[src/rtl/sliding_window_peak_score_defines.svh]
// Assertion macros shared by the sliding-window peak score RTL
`ifndef SLIDING_WINDOW_PEAK_SCORE_DEFINES_SVH
`define SLIDING_WINDOW_PEAK_SCORE_DEFINES_SVH
`ifndef NO_ASSERTIONS
// clocked check, off while reset is high
`define SWPS_ASSERT(label, prop, msg) \
   label: assert property (@(posedge clock) disable iff (reset) prop) else $error(msg);
// clocked check, also live during reset
`define SWPS_ASSERT_ALWAYS(label, prop, msg) \
   label: assert property (@(posedge clock) prop) else $error(msg);
`else
`define SWPS_ASSERT(label, prop, msg)
`define SWPS_ASSERT_ALWAYS(label, prop, msg)
`endif
`endif

[src/rtl/swps_pkg.sv]
// Types, sizes and divider constants for the sliding-window peak score block
`timescale 1ns / 1ps
package swps_pkg;

   localparam int MAG_W   = 16;
   localparam int TIME_W  = 32;
   localparam int SCORE_W = 17;
   localparam int QUOT_W  = 16;

   localparam int WINDOW   = 15;
   localparam int HELD     = WINDOW - 1;
   localparam int OLD_CELL = WINDOW - 2;
   localparam int MID_CELL = WINDOW - 2 - WINDOW / 2;
   localparam int CNT_W    = $clog2(WINDOW);
   localparam int SUM_W    = MAG_W + $clog2(WINDOW);

   // divide by WINDOW-1 through a truncated reciprocal and one correction
   localparam int      DIVISOR = WINDOW - 1;
   localparam int      ABS_W   = $clog2(DIVISOR * 65535 + 1);
   localparam longint  RECIP   = (longint'(1) << ABS_W) / DIVISOR;
   localparam int      RECIP_W = $clog2(RECIP + 1);

   localparam int REQ_DATA_W = ((MAG_W + TIME_W + 7) / 8) * 8;
   localparam int RSP_DATA_W = ((TIME_W + SCORE_W + 7) / 8) * 8;

   typedef struct packed {
      logic [TIME_W-1:0]       stamp;
      logic signed [MAG_W-1:0] magnitude;
   } sample_type;

   typedef struct packed {
      logic [TIME_W-1:0]       stamp;
      logic signed [MAG_W-1:0] mid;
      logic signed [SUM_W-1:0] total;
   } score_req_type;

endpackage

[src/rtl/swps_cell.sv]
// One delay-line cell: holds a sample and passes it on to its neighbour
`timescale 1ns / 1ps
module swps_cell (
   input  logic                 clock,
   input  logic                 shift,
   input  swps_pkg::sample_type sample_in,
   output swps_pkg::sample_type sample_out
);

   swps_pkg::sample_type sample_ff;

   // advance the line on every accepted request
   always_ff @(posedge clock) begin
      if (shift) begin
         sample_ff <= sample_in;
      end
   end

   assign sample_out = sample_ff;

endmodule

[src/rtl/swps_scorer.sv]
// Score pipeline: numerator, reciprocal multiply, correction and output register
`timescale 1ns / 1ps
`include "sliding_window_peak_score_defines.svh"
module swps_scorer (
   input  logic                                 clock,
   input  logic                                 reset,
   input  logic                                 in_valid,
   output logic                                 in_ready,
   input  swps_pkg::score_req_type              in_req,
   output logic                                 rsp_tvalid,
   input  logic                                 rsp_tready,
   output logic [swps_pkg::RSP_DATA_W-1:0]      rsp_tdata
);

   localparam int AW = swps_pkg::ABS_W;
   localparam int PW = swps_pkg::ABS_W + swps_pkg::RECIP_W;

   // numerator stage
   logic                              num_valid_ff;
   logic                              num_neg_ff;
   logic [AW-1:0]                     num_abs_ff;
   logic [swps_pkg::TIME_W-1:0]       num_stamp_ff;
   // reciprocal stage
   logic                              quo_valid_ff;
   logic                              quo_neg_ff;
   logic [AW-1:0]                     quo_abs_ff;
   logic [swps_pkg::QUOT_W-1:0]       quo_est_ff;
   logic [swps_pkg::TIME_W-1:0]       quo_stamp_ff;
   // output register
   logic                              out_valid_ff;
   logic signed [swps_pkg::SCORE_W-1:0] out_score_ff;
   logic [swps_pkg::TIME_W-1:0]       out_stamp_ff;

   logic                              out_ready;
   logic                              quo_ready;
   logic signed [swps_pkg::SUM_W:0]   wide_mid;
   logic signed [swps_pkg::SUM_W:0]   scaled;
   logic signed [swps_pkg::SUM_W:0]   numer;
   logic signed [swps_pkg::SUM_W:0]   numer_mag;
   logic [PW-1:0]                     prod;
   logic [AW-1:0]                     rem;
   logic [swps_pkg::QUOT_W-1:0]       quot;
   logic signed [swps_pkg::SCORE_W-1:0] quot_s;
   logic signed [swps_pkg::SCORE_W-1:0] score;

   // each stage moves on when the one ahead is empty or moving
   assign out_ready = !out_valid_ff || rsp_tready;
   assign quo_ready = !quo_valid_ff || out_ready;
   assign in_ready  = !num_valid_ff || quo_ready;

   // numerator: WINDOW * middle minus the full window sum, then split sign
   assign wide_mid  = {{(swps_pkg::SUM_W + 1 - swps_pkg::MAG_W){in_req.mid[swps_pkg::MAG_W-1]}},
                       in_req.mid};
   assign scaled    = wide_mid * $signed((swps_pkg::SUM_W + 1)'(swps_pkg::WINDOW));
   assign numer     = scaled - {in_req.total[swps_pkg::SUM_W-1], in_req.total};
   assign numer_mag = numer[swps_pkg::SUM_W] ? -numer : numer;

   always_ff @(posedge clock) begin
      if (reset) begin
         num_valid_ff <= 1'b0;
      end else if (in_ready) begin
         num_valid_ff <= in_valid;
      end
   end

   always_ff @(posedge clock) begin
      if (in_ready && in_valid) begin
         num_neg_ff   <= numer[swps_pkg::SUM_W];
         num_abs_ff   <= numer_mag[AW-1:0];
         num_stamp_ff <= in_req.stamp;
      end
   end

   // quotient estimate: at most one below the true quotient
   assign prod = PW'(num_abs_ff) * PW'(swps_pkg::RECIP);

   always_ff @(posedge clock) begin
      if (reset) begin
         quo_valid_ff <= 1'b0;
      end else if (quo_ready) begin
         quo_valid_ff <= num_valid_ff;
      end
   end

   always_ff @(posedge clock) begin
      if (quo_ready && num_valid_ff) begin
         quo_neg_ff   <= num_neg_ff;
         quo_abs_ff   <= num_abs_ff;
         quo_est_ff   <= prod[AW +: swps_pkg::QUOT_W];
         quo_stamp_ff <= num_stamp_ff;
      end
   end

   // correct the estimate and restore the sign (truncation toward zero)
   assign rem    = quo_abs_ff - AW'(AW'(swps_pkg::DIVISOR) * AW'(quo_est_ff));
   assign quot   = (rem >= AW'(swps_pkg::DIVISOR)) ? quo_est_ff + 1'b1 : quo_est_ff;
   assign quot_s = $signed({1'b0, quot});
   assign score  = quo_neg_ff ? -quot_s : quot_s;

   always_ff @(posedge clock) begin
      if (reset) begin
         out_valid_ff <= 1'b0;
      end else if (out_ready) begin
         out_valid_ff <= quo_valid_ff;
      end
   end

   always_ff @(posedge clock) begin
      if (out_ready && quo_valid_ff) begin
         out_score_ff <= score;
         out_stamp_ff <= quo_stamp_ff;
      end
   end

   assign rsp_tvalid = out_valid_ff;
   assign rsp_tdata  = {{(swps_pkg::RSP_DATA_W - swps_pkg::TIME_W - swps_pkg::SCORE_W){1'b0}},
                        out_score_ff, out_stamp_ff};

   `SWPS_ASSERT(a_rem_bound, quo_valid_ff |-> (rem < AW'(2 * swps_pkg::DIVISOR)), "reciprocal estimate off by more than one")
   `SWPS_ASSERT(a_score_range, out_valid_ff |-> (out_score_ff != {1'b1, {(swps_pkg::SCORE_W-1){1'b0}}}), "score out of range")

endmodule

[src/rtl/sliding_window_peak_score.sv]
// Top level: sample delay line, running sum and score pipeline
//
//  channel | direction | contents
//  req     | in        | tdata[15:0] sample_magnitude, tdata[47:16] sample_time
//  rsp     | out       | tdata[31:0] score_time, tdata[48:32] peak_score, rest zero
//
// One request per cycle while rsp does not stall; the request that fills the window
// passes through the s1 register, then the numerator, reciprocal and output registers.
// The first WINDOW-1 requests after reset only fill the delay line and give no result.
// Reset is synchronous; it empties the window and the pipeline.
// A stall on rsp backs up through the pipeline registers before req_tready drops.
`timescale 1ns / 1ps
`include "sliding_window_peak_score_defines.svh"
module sliding_window_peak_score (
   input  logic                                 clock,
   input  logic                                 reset,
   input  logic                                 req_tvalid,
   output logic                                 req_tready,
   input  logic [swps_pkg::REQ_DATA_W-1:0]      req_tdata,  // sample_magnitude, sample_time
   output logic                                 rsp_tvalid,
   input  logic                                 rsp_tready,
   output logic [swps_pkg::RSP_DATA_W-1:0]      rsp_tdata   // score_time, peak_score
);

   swps_pkg::sample_type           new_sample;
   swps_pkg::sample_type           chain [swps_pkg::HELD+1];
   logic [swps_pkg::CNT_W-1:0]     fill_ff;
   logic [swps_pkg::CNT_W-1:0]     fill_in;
   logic signed [swps_pkg::SUM_W-1:0] sum_ff;
   logic signed [swps_pkg::SUM_W-1:0] sum_in;
   logic signed [swps_pkg::SUM_W-1:0] total;
   logic signed [swps_pkg::SUM_W-1:0] oldest;
   logic                           full;
   logic                           accept;
   logic                           s1_valid_ff;
   swps_pkg::score_req_type        s1_req_ff;
   logic                           sc_ready;
   logic                           s1_ready;

   assign new_sample.magnitude = $signed(req_tdata[swps_pkg::MAG_W-1:0]);
   assign new_sample.stamp     = req_tdata[swps_pkg::MAG_W +: swps_pkg::TIME_W];

   assign s1_ready   = !s1_valid_ff || sc_ready;
   assign req_tready = s1_ready;
   assign accept     = req_tvalid && req_tready;
   assign full       = (fill_ff == swps_pkg::CNT_W'(swps_pkg::HELD));

   // delay line: cell k holds the sample k+1 requests back
   assign chain[0] = new_sample;
   for (genvar k = 0; k < swps_pkg::HELD; k++) begin : g_cell
      swps_cell u_cell (
         .clock      (clock),
         .shift      (accept),
         .sample_in  (chain[k]),
         .sample_out (chain[k+1])
      );
   end

   // running sum over the held samples; drop the oldest once the window is full
   assign total  = sum_ff + swps_pkg::SUM_W'(new_sample.magnitude);
   assign oldest = full ? swps_pkg::SUM_W'(chain[swps_pkg::OLD_CELL+1].magnitude) : '0;
   assign sum_in = total - oldest;
   assign fill_in = full ? fill_ff : fill_ff + 1'b1;

   always_ff @(posedge clock) begin
      if (reset) begin
         fill_ff <= '0;
         sum_ff  <= '0;
      end else if (accept) begin
         fill_ff <= fill_in;
         sum_ff  <= sum_in;
      end
   end

   // hold the middle sample and the full sum for the score pipeline
   always_ff @(posedge clock) begin
      if (reset) begin
         s1_valid_ff <= 1'b0;
      end else if (s1_ready) begin
         s1_valid_ff <= accept && full;
      end
   end

   always_ff @(posedge clock) begin
      if (accept && full) begin
         s1_req_ff.stamp <= chain[swps_pkg::MID_CELL+1].stamp;
         s1_req_ff.mid   <= chain[swps_pkg::MID_CELL+1].magnitude;
         s1_req_ff.total <= total;
      end
   end

   swps_scorer u_scorer (
      .clock      (clock),
      .reset      (reset),
      .in_valid   (s1_valid_ff),
      .in_ready   (sc_ready),
      .in_req     (s1_req_ff),
      .rsp_tvalid (rsp_tvalid),
      .rsp_tready (rsp_tready),
      .rsp_tdata  (rsp_tdata)
   );

   `SWPS_ASSERT(a_fill_bound, (fill_ff <= swps_pkg::CNT_W'(swps_pkg::HELD)), "fill count beyond window")
   `SWPS_ASSERT(a_empty_sum, (fill_ff == '0) |-> (sum_ff == '0), "sum not zero with empty window")
   `SWPS_ASSERT(a_fill_step, (accept && !full) |=> (fill_ff == $past(fill_ff) + 1'b1), "fill count did not advance")

endmodule

[config.mk]
export PLATFORM = sky130hd
export DESIGN_NAME = sliding_window_peak_score
export DESIGN_NICKNAME = d
export VERILOG_FILES = /design/src/rtl/swps_pkg.sv /design/src/rtl/swps_cell.sv /design/src/rtl/swps_scorer.sv /design/src/rtl/sliding_window_peak_score.sv
export VERILOG_INCLUDE_DIRS = /design/src /design/src/rtl
export SDC_FILE = /design/constraint.sdc
export NUM_CORES = 1
export LEC_CHECK = 0
export BUFFER_PORTS_ARGS = -buffer_cell sky130_fd_sc_hd__buf_2
export CAP_MARGIN = 20
export CELL_PAD_IN_SITES_DETAIL_PLACEMENT = 1
export CELL_PAD_IN_SITES_GLOBAL_PLACEMENT = 2
export CORE_MARGIN = 2
export CORE_UTILIZATION = 49
export CTS_BUF_LIST = sky130_fd_sc_hd__clkbuf_8
export DETAILED_ROUTE_END_ITERATION = 12
export PLACE_DENSITY_LB_ADDON = 0.1
export SLEW_MARGIN = 40
export SYNTH_ARGS = -nofsm -noshare
export SYNTH_HDL_FRONTEND = slang
export SYNTH_HIERARCHICAL = 1
export SYNTH_SLANG_ARGS = --single-unit
[constraint.sdc]
create_clock -name clock -period 32.3 [get_ports clock]
set_input_delay 8.075 -clock clock [delete_from_list [all_inputs] [get_ports clock]]
set_output_delay 8.075 -clock clock [all_outputs]
set_load 0.02 [all_outputs]
* Word-level counts from Yosys, hierarchy flattened
Index checks and enable logic that the tools add are counted.
** Storage, ports and cells
- Bits in registers :: 715
- Input port bits :: 52
- Logic and storage cells :: 72
** Cells by class
- $add $sub $neg :: 8
- $mul :: 3
- Magnitude comparators :: 1
- Eq/ne operators :: 1
- Muxes and demuxes :: 4
- Bitwise logic cells :: 1
- Reductions and logical operators :: 14
** Operators with widths (number)
- 20-bit two-way mux :: 2
- 20-bit subtractor :: 2
- 20-bit by 16-bit multiplier with 35-bit output (second input constant) :: 1
- 16-bit two-way mux :: 2
- 16-bit by 5-bit multiplier with 21-bit output (second input constant) :: 1
- 21-bit subtractor :: 1
- 20-bit by 16-bit adder with 20-bit output :: 1
- 20-bit by 4-bit greater-or-equal comparator with 1-bit output (second input constant) :: 1
- 20-bit negation :: 1
- 3-bit by 16-bit multiplier with 19-bit output (first input constant) :: 1
- 16-bit negation with 17-bit output :: 1
- 16-bit by 1-bit adder with 16-bit output (second input constant) :: 1
- 1-bit logical AND :: 5
- 4-bit by 1-bit adder with 4-bit output (second input constant) :: 1
- 4-bit == test (second input constant) :: 1
- 1-bit zero test :: 4
- 1-bit logical OR :: 4
- 2-bit AND reduction :: 1
- 1-bit NOT :: 1

* Logic depth before layout (Yosys ltp)
Gate-level depths: netlist of the first run.
- Word-level depth :: 7
- Gate-level depth with buffers :: 31
- Gate-level depth less buffers :: 31

* Hierarchy
The synthesis of the first run kept the hierarchy.
** By module, submodules not included
- swps_cell :: times used 14, cells each 48, area each 1441.4 µm²
- swps_scorer :: times used 1, cells each 1332, area each 15004.4 µm²
- sliding_window_peak_score :: times used 1, cells each 447, area each 5033.6 µm²

* Worst setup path after synthesis of the first run
No wires, ideal clock.
- Kind :: input to register
- From :: in rsp_tready
- To :: reg sum_ff[2] (netlist name)
- Setup time :: 0.980 ns
- Arrival time :: 27.390 ns
- Data required time :: 31.320 ns
- Path slack :: 3.929 ns
- Stages on the path :: 7
- Buffers on the path :: 1
- Cells stage by stage :: nor2b_1 nand3_1 nand2b_1 nand2_1 inv_1 buf_1 a211oi_1
** On the way
- Cells in the longest elaborated chain, start to end :: 5
** RTL lines
- start: declaration :: RTL line sliding_window_peak_score.sv:21 : input logic rsp_tready,
- 1-bit logical OR :: RTL line swps_scorer.sv:47 : assign out_ready = !out_valid_ff || rsp_tready;
- 1-bit logical OR :: RTL line swps_scorer.sv:48 : assign quo_ready = !quo_valid_ff || out_ready;
- 1-bit logical OR :: RTL line swps_scorer.sv:49 : assign in_ready = !num_valid_ff || quo_ready;
- via sc_ready :: RTL line sliding_window_peak_score.sv:37 : logic sc_ready;
- 1-bit logical OR :: RTL line sliding_window_peak_score.sv:43 : assign s1_ready = !s1_valid_ff || sc_ready;
- via req_tready :: RTL line sliding_window_peak_score.sv:18 : output logic req_tready,
- 1-bit logical AND :: RTL line sliding_window_peak_score.sv:45 : assign accept = req_tvalid && req_tready;
- via accept :: RTL line sliding_window_peak_score.sv:34 : logic accept;
- end signal: assignment :: RTL line sliding_window_peak_score.sv:71 : sum_ff <= sum_in;
- end: declaration :: RTL line sliding_window_peak_score.sv:29 : logic signed [swps_pkg::SUM_W-1:0] sum_ff;
The timed path passes the listed nets, and every way through them passes these cells.
A chain may end at the register's enable or synchronous reset.

* Worst setup path in the final report of the first run
- From :: in rsp_tready
- To :: out req_tready
** On the way
- Cells in the longest elaborated chain, start to end :: 4
** RTL lines (RTL line)
- 1-bit logical OR :: swps_scorer.sv:47
- 1-bit logical OR :: swps_scorer.sv:48
- 1-bit logical OR :: swps_scorer.sv:49
- via sc_ready :: sliding_window_peak_score.sv:37
- 1-bit logical OR :: sliding_window_peak_score.sv:43
- end: declaration :: sliding_window_peak_score.sv:18
The timed path passes the listed nets, and every way through them passes these cells.

==> results of run 1 <==
cell type report:
class / count / share of cell area
repair buffers: 114 / 0.0177
clock inverters: 91 / 0.0169
well taps: 873 / 0.0293
inverters: 207 / 0.0212
flip-flops and latches: 714 / 0.567
diodes: 2 / 0.000134
multi-input cells: 1276 / 0.307
clock buffers: 112 / 0.0413
cells in the final DEF (no fill, tap or decap), types with 7 or more instances in the layout:
| master | count |
|---|---|
| edfxtp_1 | 686 |
| inv_1 | 251 |
| ha_1 | 248 |
| fa_1 | 118 |
| clkbuf_8 | 112 |
| nand2_1 | 102 |
| buf_2 | 102 |
| xnor2_1 | 94 |
| nor2_1 | 93 |
| a21oi_1 | 91 |
| xor2_1 | 51 |
| o21ai_0 | 37 |
| nand3_1 | 32 |
| nor3_1 | 29 |
| dfxtp_1 | 28 |
| a21o_1 | 27 |
| o21a_1 | 24 |
| nand2b_1 | 22 |
| clkinv_1 | 20 |
| a31oi_1 | 18 |
| a211oi_1 | 17 |
| and3_1 | 16 |
| nor2b_1 | 13 |
| or2_2 | 12 |
| clkinv_2 | 12 |
| nor4_1 | 11 |
| o21bai_1 | 11 |
| and2_1 | 10 |
| o211ai_1 | 10 |
| or3_1 | 10 |
| nand4_1 | 10 |
| o31ai_1 | 9 |
| mux2i_1 | 8 |
| o2111ai_1 | 8 |
| a211o_1 | 7 |
| nor3b_1 | 7 |
| conb_1 | 7 |
power by group:
| group | switching (uW) | internal [uW] | leakage [uW] |
|---|---|---|---|
| sequential | 15.0 | 1060 | 0.00675 |
| clock | 353 | 370 | 0.00127 |
| combinational | 156 | 105 | 0.00658 |
| total | 525 | 1540 | 0.0146 |
state kept, by name (all words and copies together) (netlist names), 4 cells and up:
signal                    flops
u_scorer/out_score_ff        17
fill_ff                       4
u_scorer/quo_est_ff          16
u_scorer/num_abs_ff          20
u_scorer/out_stamp_ff        32
u_scorer/quo_abs_ff          19
g_cell.u_cell/sample_out    448
sum_ff                       20
u_scorer/quo_stamp_ff        32
s1_req_ff                    68
u_scorer/num_stamp_ff        32
metrics by stage:
| stage | setup slack [ns] | area (um^2) | util | hold slack [ns] | std cells |
|---|---|---|---|---|---|
| floorplan | 10.27 | 33500 | - | 0.400 | 2233 |
| global placement | 14.95 | 35100 | 0.520 | 0.400 | 3182 |
| detailed placement | 14.90 | 35100 | 0.521 | 0.405 | 3183 |
| CTS | 14.90 | 37300 | 0.553 | 0.369 | 3386 |
| global route | 14.84 | 37300 | 0.554 | 0.382 | 3389 |
| finish | 14.91 | 37300 | 0.554 | 0.381 | 3389 |
worst max-delay path, delay by kind of cell:
| kind | cells | cell delay [ns] |
|---|---|---|
| simple gates | 3 | 0.96 |
| buf+inv | 2 | 0.27 |
worst max path at each step:
stage                     startpoint                     end  slack [ns]  depth (start not counted)
after floorplan           rsp_tready  sum_ff[2]$_SDFFE_PP0P_       10.27                          7
after global placement    rsp_tready              req_tready       14.95                          5
after detailed placement  rsp_tready              req_tready       14.90                          5
after CTS                 rsp_tready              req_tready       14.90                          5
after global routing      rsp_tready              req_tready       14.84                          5
final                     rsp_tready              req_tready       14.91                          5
per-layer routing:
metal	vias up	track usage	part of all wire
met5	-	0	0
met3	92	0.0287	0.030
met2	246	0.326	0.49
met1	8955	0.262	0.46
met4	0	0.0582	0.021
li1	8597	-	-
==> run metrics, run 1 <==
status=finished clean; Hold Path Depth=0; post-route ant nets=0; Via Count=17.9k; GRT Total Usage=0.193; WP data required=24.23 ns; largest net degree at the start of global routing=123; CTS tree=done; Tmin final=17.39 ns; top-level I/O count=110; slowest CP cell=nor2b_1; number of I/O port buffers=102; total power=2060 uW; Final GP Congestion=0.838; CP startpoint kind=input pin; cell count of the worst reg-to-reg path=30; Synthesis Warnings=6; DRT iter0 DRCs=726; Arrival @ worst endpoint=9.31 ns; htree depth=3; NumNets Final=2841; # DRC=0; TritonCTS Sinks=714; Starting Density=0.497; fin crit share=0.538; flop-to-flop setup slack=23.27 ns; initial antenna violation count=1; Die W=265 um; max_cap viols=0; Via density=5.28; CTS max path bufs=3; worst-path fanout max=6; CP endpoint kind=output pin; Most common cell on crit path=buf_2; Routed WL per cell=19.6 um; Leakage=0.0146 uW; Cell Chain, Critical Path=buf_2 > nor2b_1 > nand3_1 > nand2b_1 > buf_2; global-route wire length before repair=106000 um; Total Wirelength=66500 um; die area=70500 um^2; share of cells above drive strength 1=0.123; Synth Instances=2227; Layout area overhead=11.5%; clock root buffer master=clkbuf_8; area taken by multi-input logic gates=11400 um^2; CTS buffer count=110; cts repair resizes=0; RSZ-0062 raised after global routing=false; Max Fclk=0.0575 GHz; HP Class=reg2reg; worst r2r src=u_scorer/quo_est_ff[2]$_DFFE_PP_; Mapped Area=33500 um^2; worst setup path class=in2out; Worst-Skew Late Latency=0.74 ns; Hold Startpoint=g_cell[10].u_cell/sample_out[10]$_DFFE_PP_; Worst Hold End=g_cell[11].u_cell/sample_out[10]$_DFFE_PP_; cell area power density=55.3 nW/um^2; Setup TNS Final=0 ns; Die Ht=265 um; Fin. Hold Viols=0; Max VDD drop=46.1 uV; crit-path max cell delay=0.58 ns; clock-pin slew on the worst setup and hold paths=0.06 ns; drt pass-1 iters=4; hold-fix buffers at CTS=0; register area=21200 um^2; fillers=6414; Worst slew margin=0.409; vias in the first global route=19.6k; post-CTS setup repair buffer count=0; clk_skew=0.0718 ns; final setup vio count=0; Max Slew Vio Count=0; r2r endpoint=u_scorer/out_score_ff[14]$_DFFE_PP_; Remaining Overflow, GRT=0; core area=67400 um^2; Worst Tran Pin Value=0.879 ns; std cell rows=95; mean area per synthesized cell=15.0 um^2; placed wire-length estimate=48400 um
Power figures use the tool's default switching activity.
==> inputs of run 2 (changes only) <==
ABC_AREA = 1   (was unset)
CORE_UTILIZATION = 43   (was 49)
clock period = 15.5 ns   (was 32.3 ns; I/O delays follow)
==> run metrics, run 2 <==
Worst-Skew Late Latency=0.74 ns; share of cells above drive strength 1=0.121; HP Class=reg2reg; clock power share=0.339; fin util=0.484; CP endpoint kind=output pin; Max Fclk=0.116 GHz; WP data required=11.62 ns; hold-fix buffers at CTS=0; post-CTS setup repair buffer count=0; Starting Density=0.433; fillers=8157; Max VDD drop=84.2 uV; clock root buffer master=clkbuf_8; placed wire-length estimate=50900 um; Max Slew Vio Count=0; Comb power frac=0.144; Tmin final=8.65 ns; Synth Instances=2605; Arrival @ worst endpoint=4.77 ns; Routed WL per cell=17.2 um; Fin. Hold Viols=0; post-route ant nets=0; RSZ-0062 raised after global routing=false; Die Ht=285 um; Leakage=0.0158 uW; Mapped Area=34000 um^2; Cell Chain, Critical Path=buf_2 > inv_1 > nand2_1 > nor2_1 > nand2_1 > inv_1 > nand2_1 > buf_2; # DRC=0; CTS max path bufs=3; die area=81300 um^2; Worst path top cell family by delay=buffers and inverters; worst-path fanout max=3; Internal=3180 uW; largest net degree at the start of global routing=167; CP startpoint kind=input pin; CTS buffer count=111; crit-path max cell delay=0.17 ns; Setup TNS Final=0 ns; Via Count=19.0k; drt pass-1 iters=4; total power=4360 uW; vias in the first global route=21.1k; Most common cell on crit path=nand2_1; Final GP Congestion=0.846; CTS tree=done; Layout area overhead=12.0%; core area=78600 um^2; GRT Total Usage=0.171; max reg flops=448; most frequent cells in the layout=edfxtp_1 (686), nand2_1 (424), inv_1 (387), ha_1 (248), a21oi_1 (126); fin crit share=0.558; Via density=4.81; cell area power density=114 nW/um^2; Total Wirelength=68000 um; status=finished clean; clock-pin slew on the worst setup and hold paths=0.06 ns; std cell rows=103; global-route wire length before repair=110000 um; cts repair resizes=0; DRT iter0 DRCs=685; NumNets Final=3239; switching share of total power=0.269; worst setup path class=in2out; slowest CP cell=buf_2; sequential power share=0.517; Buffers & Inverters on Critical Path=4; Die W=285 um; Post-Place Cells=3755; final hold slack=0.390 ns; clk_skew=0.0523 ns; htree depth=3; top-level I/O count=110; Remaining Overflow, GRT=0; Worst Tran Pin Value=0.786 ns; Net Sw Power=1170 uW; Synthesis Warnings=6; number of I/O port buffers=102; commonest non-fill, non-tap cell in the layout=edfxtp_1; Worst slew margin=0.476; TritonCTS Sinks=714; max_cap viols=0; mean area per synthesized cell=13.1 um^2; initial antenna violation count=1; Final Non-Filler Cells=3959; final setup vio count=0
==> run 2: layout make-up <==
class	instances	area, um^2	share of cell area
Antenna cell	3	7.51	0.000197
Clock buffer	111	1530	0.0401
Clock inverter	87	582	0.0153
Inverter	362	1370	0.0360
Multi-Input combinational cell	1518	11400	0.300
Sequential cell	714	21200	0.556
Tap cell	1050	1310	0.0345
Timing Repair Buffer	114	677	0.0178
==> run 2: worst register-to-register path, delay by kind of cell, from the launching register on <==
family | cells | cell delay [ns]
and+or+nand+nor | 23 | 2.33
buffers and inverters | 2 | 0.15
adders and majority gates | 4 | 1.47
xor gates and xnor gates | 2 | 0.62
AOI/OAI and AO/OA | 5 | 0.78
DFF | 1 | 0.55
==> run 2: power by group through the flow <==
stage          Clock (uW)  Sequential [uW]  Combinational [uW]
2_1_floorplan           0             2290                 458
3_3_place_gp            0             2290                 618
3_5_place_dp            0             2290                 629
4_1_cts              1530             2260                 634
5_1_grt              1610             2260                 714
6_report             1470             2250                 627
==> run 2: worst paths after layout <==
path / startpoint / endpoint / slack, ns / cells past startpoint
setup / recovery: rsp_tready / req_tready / 6.85 / 8
hold / removal: g_cell[7].u_cell/sample_out[3]$_DFFE_PP_ / g_cell[8].u_cell/sample_out[3]$_DFFE_PP_ / 0.39 / 0
setup reg to reg: u_scorer/quo_est_ff[5]$_DFFE_PP_ / u_scorer/out_score_ff[12]$_DFFE_PP_ / 9.40 / 36
hold reg to reg: g_cell[7].u_cell/sample_out[3]$_DFFE_PP_ / g_cell[8].u_cell/sample_out[3]$_DFFE_PP_ / 0.39 / 0
==> run 2: metal layers <==
metal / routed length (um) / vias up / track usage
met5: 0 / - / 0
met4: 1930 / 0 / 0.0614
met3: 2070 / 125 / 0.0283
met2: 36000 / 234 / 0.319
met1: 27900 / 9304 / 0.198
li1: - / 9383 / -
==> run 2: through the flow <==
stage                     area, um^2  worst slack, ns
final                          38100             6.85
after detailed placement       35900             6.87
after CTS                      38000             6.83
after floorplan                34000             4.58
after global routing           38100             6.74
after global placement         35900             6.93
==> inputs of run 3 (changes only) <==
clock period = 7.35 ns   (was 15.5 ns; I/O delays follow)
==> run metrics, run 3 (synthesized netlist as in run 2, its figures left out) <==
CP startpoint kind=flip-flop; Buffers & Inverters on Critical Path=4; Tmin final=5.81 ns; cts repair resizes=0; Hold Path Depth=0; CTS max path bufs=3; Most common cell on crit path=nand2_1; Worst slew margin=0.459; Final GP Congestion=0.864; vias in the first global route=21.3k; largest net degree at the start of global routing=155; share of cells above drive strength 1=0.121; hold-fix buffers at CTS=0; Die Ht=285 um; Max Fclk=0.172 GHz; top-level I/O count=110; global-route wire length before repair=113000 um; Layout area overhead=12.3%; DRT iter0 DRCs=691; GRT Total Usage=0.177; Die W=285 um; std cell rows=103; r2r endpoint=u_scorer/out_score_ff[12]$_DFFE_PP_; WP data required=7.84 ns; clock-pin slew on the worst setup and hold paths=0.07 ns; HP Class=reg2reg; core area=78600 um^2; Remaining Overflow, GRT=0; NumNets Final=3239; Worst-Skew Late Latency=0.74 ns; cell count of the worst reg-to-reg path=33; flop-to-flop setup slack=1.54 ns; final setup vio count=0; commonest non-fill, non-tap cell in the layout=edfxtp_1; Arrival @ worst endpoint=6.30 ns; clock root buffer master=clkbuf_8; htree depth=3; Fin. Hold Viols=0; # DRC=0; clk_skew=0.0564 ns; Worst path top cell family by delay=simple AND/OR/NAND/NOR gates; Worst Hold End=g_cell[13].u_cell/sample_out[13]$_DFFE_PP_; Leakage=0.0159 uW; pre-CTS setup slack=1.47 ns; CTS tree=done; fillers=8150; Max Slew Vio Count=0; max_cap viols=0; Setup TNS Final=0 ns; Worst Tran Pin Value=0.812 ns; Routed WL per cell=17.7 um; initial antenna violation count=2; final hold slack=0.373 ns; CP endpoint kind=flip-flop; die area=81300 um^2; worst-path fanout max=7; Hold Startpoint=g_cell[12].u_cell/sample_out[13]$_DFFE_PP_; status=finished clean; RSZ-0062 raised after global routing=false; worst setup path class=reg2reg; cell area power density=248 nW/um^2; final worst slack=1.54 ns; crit-path max cell delay=0.54 ns; Via Count=19.1k; placed wire-length estimate=52800 um; slowest CP cell=edfxtp_1; worst r2r src=u_scorer/quo_est_ff[4]$_DFFE_PP_; Via density=4.83; most frequent cells in the layout=edfxtp_1 (686), nand2_1 (424), inv_1 (392), ha_1 (248), a21oi_1 (126); fin util=0.486; Max VDD drop=161 uV; total power=9460 uW; drt pass-1 iters=5; post-CTS setup repair buffer count=0; max reg flops=448; TritonCTS Sinks=714; Total Wirelength=70200 um; fin crit share=0.790; post-route ant nets=0; CTS buffer count=113; Starting Density=0.433; number of I/O port buffers=102
-- run 3: worst register-to-register path: cells and delay by family (launching register included) --
kind            cells  cell delay, ns
flops               1            0.54
simple gates       18            1.86
buf+inv             4            0.30
xor+xnor            2            0.49
fa+ha+maj           4            1.43
compound gates      5            0.93
-- run 3: how the worst max path moves through the flow --
stage | from | slack (ns) | depth (start not counted) | end
2_1_floorplan | rsp_tready | 1.08 | 12 | sum_ff[10]$_SDFFE_PP0P_
3_3_place_gp | u_scorer/quo_est_ff[4]$_DFFE_PP_ | 1.65 | 35 | u_scorer/out_score_ff[12]$_DFFE_PP_
3_5_place_dp | u_scorer/quo_est_ff[0]$_DFFE_PP_ | 1.47 | 33 | u_scorer/out_score_ff[16]$_SDFFCE_PN0P_
4_1_cts | u_scorer/quo_est_ff[0]$_DFFE_PP_ | 1.47 | 33 | u_scorer/out_score_ff[12]$_DFFE_PP_
5_1_grt | u_scorer/quo_est_ff[4]$_DFFE_PP_ | 0.84 | 33 | u_scorer/out_score_ff[12]$_DFFE_PP_
6_report | u_scorer/quo_est_ff[4]$_DFFE_PP_ | 1.54 | 33 | u_scorer/out_score_ff[12]$_DFFE_PP_
-- run 3: metal layers --
layer,wire [um],GRT usage
met1,28900,0.207
met5,0,0
met2,37100,0.328
met4,1960,0.0626
met3,2210,0.0291
-- run 3: stage by stage --
stage,std cells,instance area [um^2]
after global placement,3755,35900
after detailed placement,3755,35900
after floorplan,2611,34000
final,3955,38200
after CTS,3952,38100
after global routing,3955,38200
-- run 3: cell type report --
type                            instances  area, um^2  area share
Antenna cell                            2        5.00    0.000131
Clock buffer                          114        1570      0.0411
Clock inverter                         83         703      0.0184
Inverter                              362        1370      0.0360
Multi-Input combinational cell       1518       11400       0.299
Sequential cell                       714       21200       0.554
Tap cell                             1050        1310      0.0344
Timing Repair Buffer                  112         634      0.0166
-- run 3: power by group --
part | total [uW] | leakage [uW] | internal, uW | switching [uW]
logic | 1340 | 0.00781 | 456 | 888
registers | 4750 | 0.00675 | 4680 | 64.9
clock network | 3370 | 0.00130 | 1820 | 1550
